File: config.mk
export PLATFORM = sky130hd
export DESIGN_NAME = process_table_scheduler_select_core
export DESIGN_NICKNAME = d
export VERILOG_FILES = /design/src/hw/rtl/ptss_pkg.sv /design/src/hw/rtl/process_table_scheduler_select_core.sv /design/src/hw/rtl/ptss_cmd_queue.sv /design/src/hw/rtl/ptss_table_engine.sv
export SDC_FILE = /design/constraint.sdc
export NUM_CORES = 2
export LEC_CHECK = 0
export ABC_AREA = 1
export BUFFER_PORTS_ARGS = -buffer_cell sky130_fd_sc_hd__buf_2
export CAP_MARGIN = 20
export CORE_ASPECT_RATIO = 0.7
export CORE_MARGIN = 2
export CORE_UTILIZATION = 30
export CTS_CLUSTER_SIZE = 28
export DETAILED_ROUTE_END_ITERATION = 7
export PLACE_DENSITY_LB_ADDON = 0.08
export SETUP_SLACK_MARGIN = 0.1
export SYNTH_ARGS = -nofsm -noshare
export SYNTH_HDL_FRONTEND = slang
export SYNTH_SLANG_ARGS = --single-unit
export TNS_END_PERCENT = 5
File: constraint.sdc
create_clock -name clk -period 11 [get_ports clk]
set_input_delay 2.2 -clock clk [delete_from_list [all_inputs] [get_ports clk]]
set_output_delay 2.2 -clock clk [all_outputs]
set_load 0.05 [all_outputs]
File: src/hw/rtl/ptss_pkg.sv
// Shared types and constants for the process table scheduler select block.
// Used by the front, back and top-level modules; depends on nothing.
package ptss_pkg;

	localparam logic [1:0] OP_WRITE  = 2'd0;
	localparam logic [1:0] OP_REMOVE = 2'd1;
	localparam logic [1:0] OP_SELECT = 2'd2;
	localparam logic [1:0] OP_SPARE  = 2'd3;

	localparam logic [1:0] POL_FCFS = 2'd0;
	localparam logic [1:0] POL_SJF  = 2'd1;
	localparam logic [1:0] POL_SRTF = 2'd2;
	localparam logic [1:0] POL_RR   = 2'd3;

	localparam logic [1:0] ST_OK        = 2'd0;
	localparam logic [1:0] ST_FULL      = 2'd1;
	localparam logic [1:0] ST_NOT_FOUND = 2'd2;

	typedef struct packed {
		logic [1:0]  op;
		logic [7:0]  proc_id;
		logic        is_ready;
		logic [31:0] arrive_order;
		logic [31:0] ready_order;
		logic [31:0] total_time;
		logic [31:0] remaining_time;
	} cmd_t;

	typedef struct packed {
		logic       found;
		logic [7:0] selected_id;
		logic [1:0] status;
	} rsp_t;

endpackage

File: src/hw/rtl/process_table_scheduler_select_core.sv
// Top level of the process table scheduler select block.
// Depends on ptss_pkg, ptss_cmd_queue and ptss_table_engine.
//
// Channel   | Direction | Handshake              | Content
// s_axis    | in        | tvalid/tready          | command item
// m_axis    | out       | tvalid/tready          | one result per command
// cfg       | in        | cfg_valid/cfg_ready    | policy register
//
// Each command passes through the engine as an accept step, one scan step per
// table entry through a single comparator, and a result step.
// The two-entry queue takes new commands while the engine is busy or stalled, until both entries are full.
// Reset clears the valid bits, the insert counter and the policy to FCFS.
module process_table_scheduler_select_core #(
	parameter int TABLE_DEPTH = 16
) (
	input  logic         clk,
	input  logic         arst_n,
	input  logic         s_axis_tvalid,
	output logic         s_axis_tready,
	// op[1:0], proc_id[9:2], is_ready[10], arrive_order[42:11],
	// ready_order[74:43], total_time[106:75], remaining_time[138:107], zero pad
	input  logic [143:0] s_axis_tdata,
	output logic         m_axis_tvalid,
	input  logic         m_axis_tready,
	// found[0], selected_id[8:1], status[10:9], zero pad
	output logic [15:0]  m_axis_tdata,
	input  logic         cfg_valid,
	output logic         cfg_ready,
	input  logic [1:0]   cfg_data
);

	logic [1:0]     policy_q;
	ptss_pkg::cmd_t in_cmd;
	ptss_pkg::cmd_t q_cmd;
	ptss_pkg::rsp_t rsp;
	logic           q_valid;
	logic           q_ready;

	assign cfg_ready = 1'b1;

	always_ff @(posedge clk or negedge arst_n) begin
		if (!arst_n) begin
			policy_q <= ptss_pkg::POL_FCFS;
		end else if (cfg_valid) begin
			policy_q <= cfg_data;
		end
	end

	assign in_cmd.op             = s_axis_tdata[1:0];
	assign in_cmd.proc_id        = s_axis_tdata[9:2];
	assign in_cmd.is_ready       = s_axis_tdata[10];
	assign in_cmd.arrive_order   = s_axis_tdata[42:11];
	assign in_cmd.ready_order    = s_axis_tdata[74:43];
	assign in_cmd.total_time     = s_axis_tdata[106:75];
	assign in_cmd.remaining_time = s_axis_tdata[138:107];

	ptss_cmd_queue u_queue (
		.clk       (clk),
		.arst_n    (arst_n),
		.in_valid  (s_axis_tvalid),
		.in_ready  (s_axis_tready),
		.in_cmd    (in_cmd),
		.out_valid (q_valid),
		.out_ready (q_ready),
		.out_cmd   (q_cmd)
	);

	ptss_table_engine #(.TABLE_DEPTH(TABLE_DEPTH)) u_engine (
		.clk       (clk),
		.arst_n    (arst_n),
		.policy    (policy_q),
		.cmd_valid (q_valid),
		.cmd_ready (q_ready),
		.cmd       (q_cmd),
		.rsp_valid (m_axis_tvalid),
		.rsp_ready (m_axis_tready),
		.rsp       (rsp)
	);

	assign m_axis_tdata = {5'd0, rsp.status, rsp.selected_id, rsp.found};

endmodule

File: src/hw/rtl/ptss_cmd_queue.sv
// Two-entry command queue between the front end and the table engine.
// Depends on ptss_pkg for the command type.
module ptss_cmd_queue (
	input  logic            clk,
	input  logic            arst_n,
	input  logic            in_valid,
	output logic            in_ready,
	input  ptss_pkg::cmd_t  in_cmd,
	output logic            out_valid,
	input  logic            out_ready,
	output ptss_pkg::cmd_t  out_cmd
);

	ptss_pkg::cmd_t mem_q [2];
	logic       wr_ptr_q;
	logic       rd_ptr_q;
	logic [1:0] count_q;

	assign in_ready  = (count_q != 2'd2);
	assign out_valid = (count_q != 2'd0);
	assign out_cmd   = mem_q[rd_ptr_q];

	always_ff @(posedge clk) begin
		if (in_valid && in_ready) begin
			mem_q[wr_ptr_q] <= in_cmd;
		end
	end

	always_ff @(posedge clk or negedge arst_n) begin
		if (!arst_n) begin
			wr_ptr_q <= 1'b0;
			rd_ptr_q <= 1'b0;
			count_q  <= 2'd0;
		end else begin
			if (in_valid && in_ready) begin
				wr_ptr_q <= ~wr_ptr_q;
			end
			if (out_valid && out_ready) begin
				rd_ptr_q <= ~rd_ptr_q;
			end
			case ({in_valid && in_ready, out_valid && out_ready})
				2'b10:   count_q <= count_q + 2'd1;
				2'b01:   count_q <= count_q - 2'd1;
				default: count_q <= count_q;
			endcase
		end
	end

endmodule

File: src/hw/rtl/ptss_table_engine.sv
// Process table and the sequencer that scans it one entry per cycle.
// Depends on ptss_pkg for command, response and code constants.
module ptss_table_engine #(
	parameter int TABLE_DEPTH = 16
) (
	input  logic            clk,
	input  logic            arst_n,
	input  logic [1:0]      policy,
	input  logic            cmd_valid,
	output logic            cmd_ready,
	input  ptss_pkg::cmd_t  cmd,
	output logic            rsp_valid,
	input  logic            rsp_ready,
	output ptss_pkg::rsp_t  rsp
);

	localparam int IW = (TABLE_DEPTH > 1) ? $clog2(TABLE_DEPTH) : 1;
	localparam int CW = $clog2(TABLE_DEPTH + 1);

	typedef enum logic [1:0] {IDLE, SCAN, RESP} state_t;

	state_t          state_q;
	ptss_pkg::cmd_t  cmd_q;
	logic [CW-1:0]   idx_q;
	logic            hit_q;
	logic [IW-1:0]   hit_slot_q;
	logic            free_q;
	logic [IW-1:0]   free_slot_q;
	logic            best_q;
	logic [7:0]      best_id_q;
	logic [31:0]     best_k1_q;
	logic [31:0]     best_k2_q;
	logic [31:0]     best_stamp_q;
	logic [31:0]     insert_counter_q;
	ptss_pkg::rsp_t  rsp_q;

	logic [TABLE_DEPTH-1:0] valid_q;
	logic [7:0]  id_q        [TABLE_DEPTH];
	logic        rdy_q       [TABLE_DEPTH];
	logic [31:0] arrival_q   [TABLE_DEPTH];
	logic [31:0] rorder_q    [TABLE_DEPTH];
	logic [31:0] total_q     [TABLE_DEPTH];
	logic [31:0] remaining_q [TABLE_DEPTH];
	logic [31:0] stamp_q     [TABLE_DEPTH];

	logic [IW-1:0] idx;
	logic [31:0]   k1;
	logic [31:0]   k2;
	logic          better;
	logic          last;
	logic          hit_now;

	assign idx  = idx_q[IW-1:0];
	assign last = (idx_q == CW'(TABLE_DEPTH - 1));
	assign hit_now = valid_q[idx] && (id_q[idx] == cmd_q.proc_id);

	always_comb begin
		case (policy)
			ptss_pkg::POL_FCFS: begin k1 = arrival_q[idx];   k2 = 32'd0; end
			ptss_pkg::POL_SJF:  begin k1 = total_q[idx];     k2 = arrival_q[idx]; end
			ptss_pkg::POL_SRTF: begin k1 = remaining_q[idx]; k2 = arrival_q[idx]; end
			default:            begin k1 = rorder_q[idx];    k2 = 32'd0; end
		endcase
		if (k1 != best_k1_q) begin
			better = k1 < best_k1_q;
		end else if (k2 != best_k2_q) begin
			better = k2 < best_k2_q;
		end else begin
			better = stamp_q[idx] < best_stamp_q;
		end
	end

	assign cmd_ready = (state_q == IDLE);
	assign rsp_valid = (state_q == RESP);
	assign rsp       = rsp_q;

	// Table writes happen at the last scan step, once the slot is known.
	always_ff @(posedge clk) begin
		if (state_q == SCAN && last && cmd_q.op == ptss_pkg::OP_WRITE) begin
			if (hit_q || hit_now) begin
				rdy_q[hit_now ? idx : hit_slot_q]       <= cmd_q.is_ready;
				arrival_q[hit_now ? idx : hit_slot_q]   <= cmd_q.arrive_order;
				rorder_q[hit_now ? idx : hit_slot_q]    <= cmd_q.ready_order;
				total_q[hit_now ? idx : hit_slot_q]     <= cmd_q.total_time;
				remaining_q[hit_now ? idx : hit_slot_q] <= cmd_q.remaining_time;
			end else if (free_q || !valid_q[idx]) begin
				id_q[free_q ? free_slot_q : idx]        <= cmd_q.proc_id;
				stamp_q[free_q ? free_slot_q : idx]     <= insert_counter_q;
				rdy_q[free_q ? free_slot_q : idx]       <= cmd_q.is_ready;
				arrival_q[free_q ? free_slot_q : idx]   <= cmd_q.arrive_order;
				rorder_q[free_q ? free_slot_q : idx]    <= cmd_q.ready_order;
				total_q[free_q ? free_slot_q : idx]     <= cmd_q.total_time;
				remaining_q[free_q ? free_slot_q : idx] <= cmd_q.remaining_time;
			end
		end
	end

	always_ff @(posedge clk or negedge arst_n) begin
		if (!arst_n) begin
			state_q          <= IDLE;
			valid_q          <= '0;
			insert_counter_q <= 32'd0;
			idx_q            <= '0;
			hit_q            <= 1'b0;
			free_q           <= 1'b0;
			best_q           <= 1'b0;
			hit_slot_q       <= '0;
			free_slot_q      <= '0;
			best_id_q        <= 8'd0;
			best_k1_q        <= 32'd0;
			best_k2_q        <= 32'd0;
			best_stamp_q     <= 32'd0;
			cmd_q            <= '0;
			rsp_q            <= '0;
		end else begin
			case (state_q)
				IDLE: begin
					if (cmd_valid) begin
						cmd_q   <= cmd;
						idx_q   <= '0;
						hit_q   <= 1'b0;
						free_q  <= 1'b0;
						best_q  <= 1'b0;
						state_q <= SCAN;
					end
				end
				SCAN: begin
					if (hit_now && !hit_q) begin
						hit_q      <= 1'b1;
						hit_slot_q <= idx;
					end
					if (!valid_q[idx] && !free_q) begin
						free_q      <= 1'b1;
						free_slot_q <= idx;
					end
					if (valid_q[idx] && rdy_q[idx] && (!best_q || better)) begin
						best_q       <= 1'b1;
						best_id_q    <= id_q[idx];
						best_k1_q    <= k1;
						best_k2_q    <= k2;
						best_stamp_q <= stamp_q[idx];
					end
					idx_q <= idx_q + CW'(1);
					if (last) begin
						state_q <= RESP;
						case (cmd_q.op)
							ptss_pkg::OP_WRITE: begin
								if (hit_q || hit_now) begin
									rsp_q <= '0;
								end else if (free_q || !valid_q[idx]) begin
									valid_q[free_q ? free_slot_q : idx] <= 1'b1;
									insert_counter_q <= insert_counter_q + 32'd1;
									rsp_q <= '0;
								end else begin
									rsp_q <= {1'b0, 8'd0, ptss_pkg::ST_FULL};
								end
							end
							ptss_pkg::OP_REMOVE: begin
								if (hit_q || hit_now) begin
									valid_q[hit_q ? hit_slot_q : idx] <= 1'b0;
									rsp_q <= '0;
								end else begin
									rsp_q <= {1'b0, 8'd0, ptss_pkg::ST_NOT_FOUND};
								end
							end
							ptss_pkg::OP_SELECT: begin
								if (valid_q[idx] && rdy_q[idx] && (!best_q || better)) begin
									rsp_q <= {1'b1, id_q[idx], ptss_pkg::ST_OK};
								end else if (best_q) begin
									rsp_q <= {1'b1, best_id_q, ptss_pkg::ST_OK};
								end else begin
									rsp_q <= '0;
								end
							end
							default: rsp_q <= '0;
						endcase
					end
				end
				RESP: begin
					if (rsp_ready) begin
						state_q <= IDLE;
					end
				end
				default: state_q <= IDLE;
			endcase
		end
	end

endmodule

==> flow_summary_export.csv <==
group,metric,value,unit
logic_synthesis,yosysMostFrequentCell,"edfxtp_1",
logic_synthesis,ys_async_sr_fraction,0.0985,
sta,finalCritPeriodShare,0.797,
cells_and_area,final_area,0.150,mm^2
global_route,overflow,0,
placed_design,pre_cts_ws,2.49,ns
global_route,grt.total_usage,0.199,
clocking,path_clk_slew,0.06,ns
logic_synthesis,ys.flop_type,"edfxtp_1",
global_route,antenna_found_initial,49,
floorplan,start_util,0.301,
global_route,grt_pass1_vias,81400,
cells_and_area,regArea,0.0977,mm^2
placed_design,gp_congestion,0.763,
floorplan,rows,203,
sta,finalCriticalPeriod,8.76,ns
detailed_routing,viasPerCell,5.16,
floorplan,core-area,0.436,mm^2
clocking,cts_setup_buffers,0,
setup_path,cpMostUsedCell,"nand2_1",
sta,holdWs,0.479,ns
clocking,tritoncts,"built",
setup_path,path_cells,"buf_12, buf_4, o21ai_0, o22ai_1, nor2_1, o32a_1, nor2_1, ha_1, nand2_1, inv_1, nand4_1, nor4_1, nand3_1, o21ai_0, a211oi_1, nand2_1, nand2_1, nand2_1, nand2_2, nand3_4, buf_12, o21ai_0",
logic_synthesis,synthTopCellsByArea,"edfxtp_1, dfrtp_1, o21ai_0, nor2_1, nand2_1",
hold_path,min_path_type,"reg2reg",
logic_synthesis,ys_ff_latch,3308,
sta,slew_headroom,0.147,
clocking,ctsResizeCount,0,
setup_path,worstPathMaxFanout,148,
setup_path,endpoint_kind,"flip-flop",
setup_path,arrival,9.56,ns
clocking,numCtsBuffers,357,
sta,rsz0062_at_grt,"false",
detailed_routing,drtPass1Iterations,6,
clocking,htree_levels,5,
floorplan,chipWidth,795,um
placed_design,place.detailed.hpwl,247000,um
setup_path,crit_path_max_incr_delay,1.15,ns
setup_path,path_class,"reg2reg",
logic_synthesis,synthCells,10100,
clocking,clockBufferDepth,4,
power,peakVddDrop,0.202,mV
logic_synthesis,synth.distinct_cells,64,
flow_run,maxCapViolations,0,
logic_synthesis,synth-edff-count,2982,
sta,slew_viol_final,0,
setup_path,critPathSlowestCell,"nor4_1",
floorplan,io_pins,170,
sta,fin_setup_tns,0,ns
detailed_routing,wire_per_inst,27.9,um
sta,fin_skew,0.0680,ns
cells_and_area,drive_above_1_share,0.0926,
cells_and_area,nets,10400,
placed_design,placed_cell_area,0.139,mm^2
logic_synthesis,postSynthAreaPerCell,13.0,um^2
sta,hold_viol,0,
sta,worst_pin_slew,1.27,ns
power,power_density,284,mW/mm^2
global_route,grt_max_degree,176,
clocking,cts_sinks,3308,
detailed_routing,drt-initial-drc-count,8248,
logic_synthesis,synth_top_area_frac,0.682,
floorplan,die_height,558,um
logic_synthesis,synth_common_cells,"edfxtp_1, nor2_1, o21ai_0, nand2_1, clkbuf_1",
cells_and_area,fin_util,0.345,
hold_path,min_delay_path_depth,2,
clocking,cts_hold_buf,0,
placed_design,port-buffer-count,158,
sta,setup_viol,0,
cells_and_area,fill_cells,42700,
outcome,status,"finished clean",
cells_and_area,multi_input_area,0.0299,mm^2
logic_synthesis,ys.warnings.count,0,
detailed_routing,ant_nets,0,
logic_synthesis,yosysSeqAreaShare,0.744,
clocking,root_buffer,"clkbuf_16",
sta,max_freq,114,MHz
power,total_leakage_power,0.0499,uW
logic_synthesis,post-synth-top-area-cell,"edfxtp_1",
setup_path,rr_worst_depth,22,
sta,worst_slack,2.24,ns
floorplan,dieArea,0.443,mm^2
global_route,grt_pass1_wl,633000,um
detailed_routing,routed-via-count,84200,
cells_and_area,syn2layout_area_growth,14.6,%
setup_path,cp.required,11.79,ns
setup_path,cp-start-kind,"flip-flop",
detailed_routing,drc,0,
detailed_routing,drt-total-wl,456000,um
clocking,clk_latency,0.99,ns
logic_synthesis,mappedNetlistArea,0.131,mm^2
routing by layer:
metal / wire (um) / part of all wire / vias up / track usage
li1: - / - / 37600 / -
met1: 222000 / 0.49 / 43400 / 0.301
met2: 189000 / 0.42 / 2585 / 0.290
met3: 34500 / 0.076 / 609 / 0.0461
met4: 9860 / 0.022 / 28 / 0.0436
met5: 551 / 0.0012 / - / 0
flip-flops by register name (all words and copies together) (netlist names), 4 cells and up:
| register | cells |
|---|---|
| u_engine.insert_counter_q | 32 |
| u_engine.cmd_q | 139 |
| u_engine.idx_q | 5 |
| u_engine.best_id_q | 8 |
| u_engine.best_stamp_q | 32 |
| u_engine.rorder_q | 512 |
| u_engine.total_q | 512 |
| u_engine.best_k2_q | 32 |
| u_engine.rsp | 11 |
| u_engine.hit_slot_q | 4 |
| u_engine.free_slot_q | 4 |
| u_engine.valid_q | 16 |
| u_engine.rdy_q | 16 |
| u_engine.stamp_q | 512 |
| u_engine.id_q | 128 |
| u_engine.remaining_q | 512 |
| u_queue.mem_q | 278 |
| u_engine.arrival_q | 512 |
| u_engine.best_k1_q | 32 |
power by group:
| group | internal [uW] | total [uW] | switching (uW) |
|---|---|---|---|
| sequential | 15700 | 17500 | 1820 |
| combinational | 3570 | 13300 | 9750 |
| clock | 6870 | 12000 | 5120 |
| total | 26100 | 42800 | 16700 |
critical path, delay by kind of cell (launching register included):
kind            cells  cell delay (ns)
buf+inv             4             1.62
compound gates      6             1.81
flops               1             0.90
fa+ha+maj           1             0.18
simple gates       11             3.61
path summary, 6_finish.rpt:
check | from | to | slack, ns
setup / recovery | u_engine.idx_q[0] | u_engine.best_k2_q[0] | 2.24
hold / removal | u_engine.best_k2_q[23] | u_engine.best_k2_q[23] | 0.48
setup reg to reg | u_engine.idx_q[0] | u_engine.best_k2_q[0] | 2.24
hold reg to reg | u_engine.best_k2_q[23] | u_engine.best_k2_q[23] | 0.48
max in group asynchronous | arst_n | u_engine.cmd_q[4] | 7.79
min in group asynchronous | arst_n | u_engine.best_k2_q[23] | 1.26
logic make-up (layout without fill, tap and decap cells):
logic type      after synthesis  after routing  share of synthesized area
flops                      3308           3308                      0.744
xor+xnor                     39             39                    0.00260
compound gates             2730           2730                      0.123
other cells                   2             13                  0.0000572
simple gates               3047           3047                     0.0904
buf+inv                     904           1243                     0.0301
fa+ha+maj                   103            103                    0.00981
mux                           6              6                   0.000457
placed cells by master (no fill, tap or decap), types with 141 or more instances in the layout:
cell and instances:
nor2_1 1633, o21ai_0 1515, nand3_1 141, nand2_1 1158
inv_1 197, edfxtp_1 2982, a31oi_1 173, o22ai_1 335
dfrtp_1 321, o221ai_1 292, clkbuf_16 367, buf_2 157
a21oi_1 184, buf_4 151
cell type report:
class / instances / area share
antenna: 7 / 0.000116
clock buffer: 494 / 0.0665
clock inverter: 168 / 0.0102
inverter: 210 / 0.00560
multi-input combinational: 5931 / 0.199
sequential: 3308 / 0.649
tap: 5842 / 0.0486
timing repair buffer: 371 / 0.0210
through the flow:
stage,cells,power (uW)
2_1_floorplan,10100,25100
3_3_place_gp,15600,30800
3_5_place_dp,15700,31100
4_1_cts,16300,43100
5_1_grt,16300,45200
6_report,16300,42800
No activity file was read; power rests on OpenSTA's default activity.
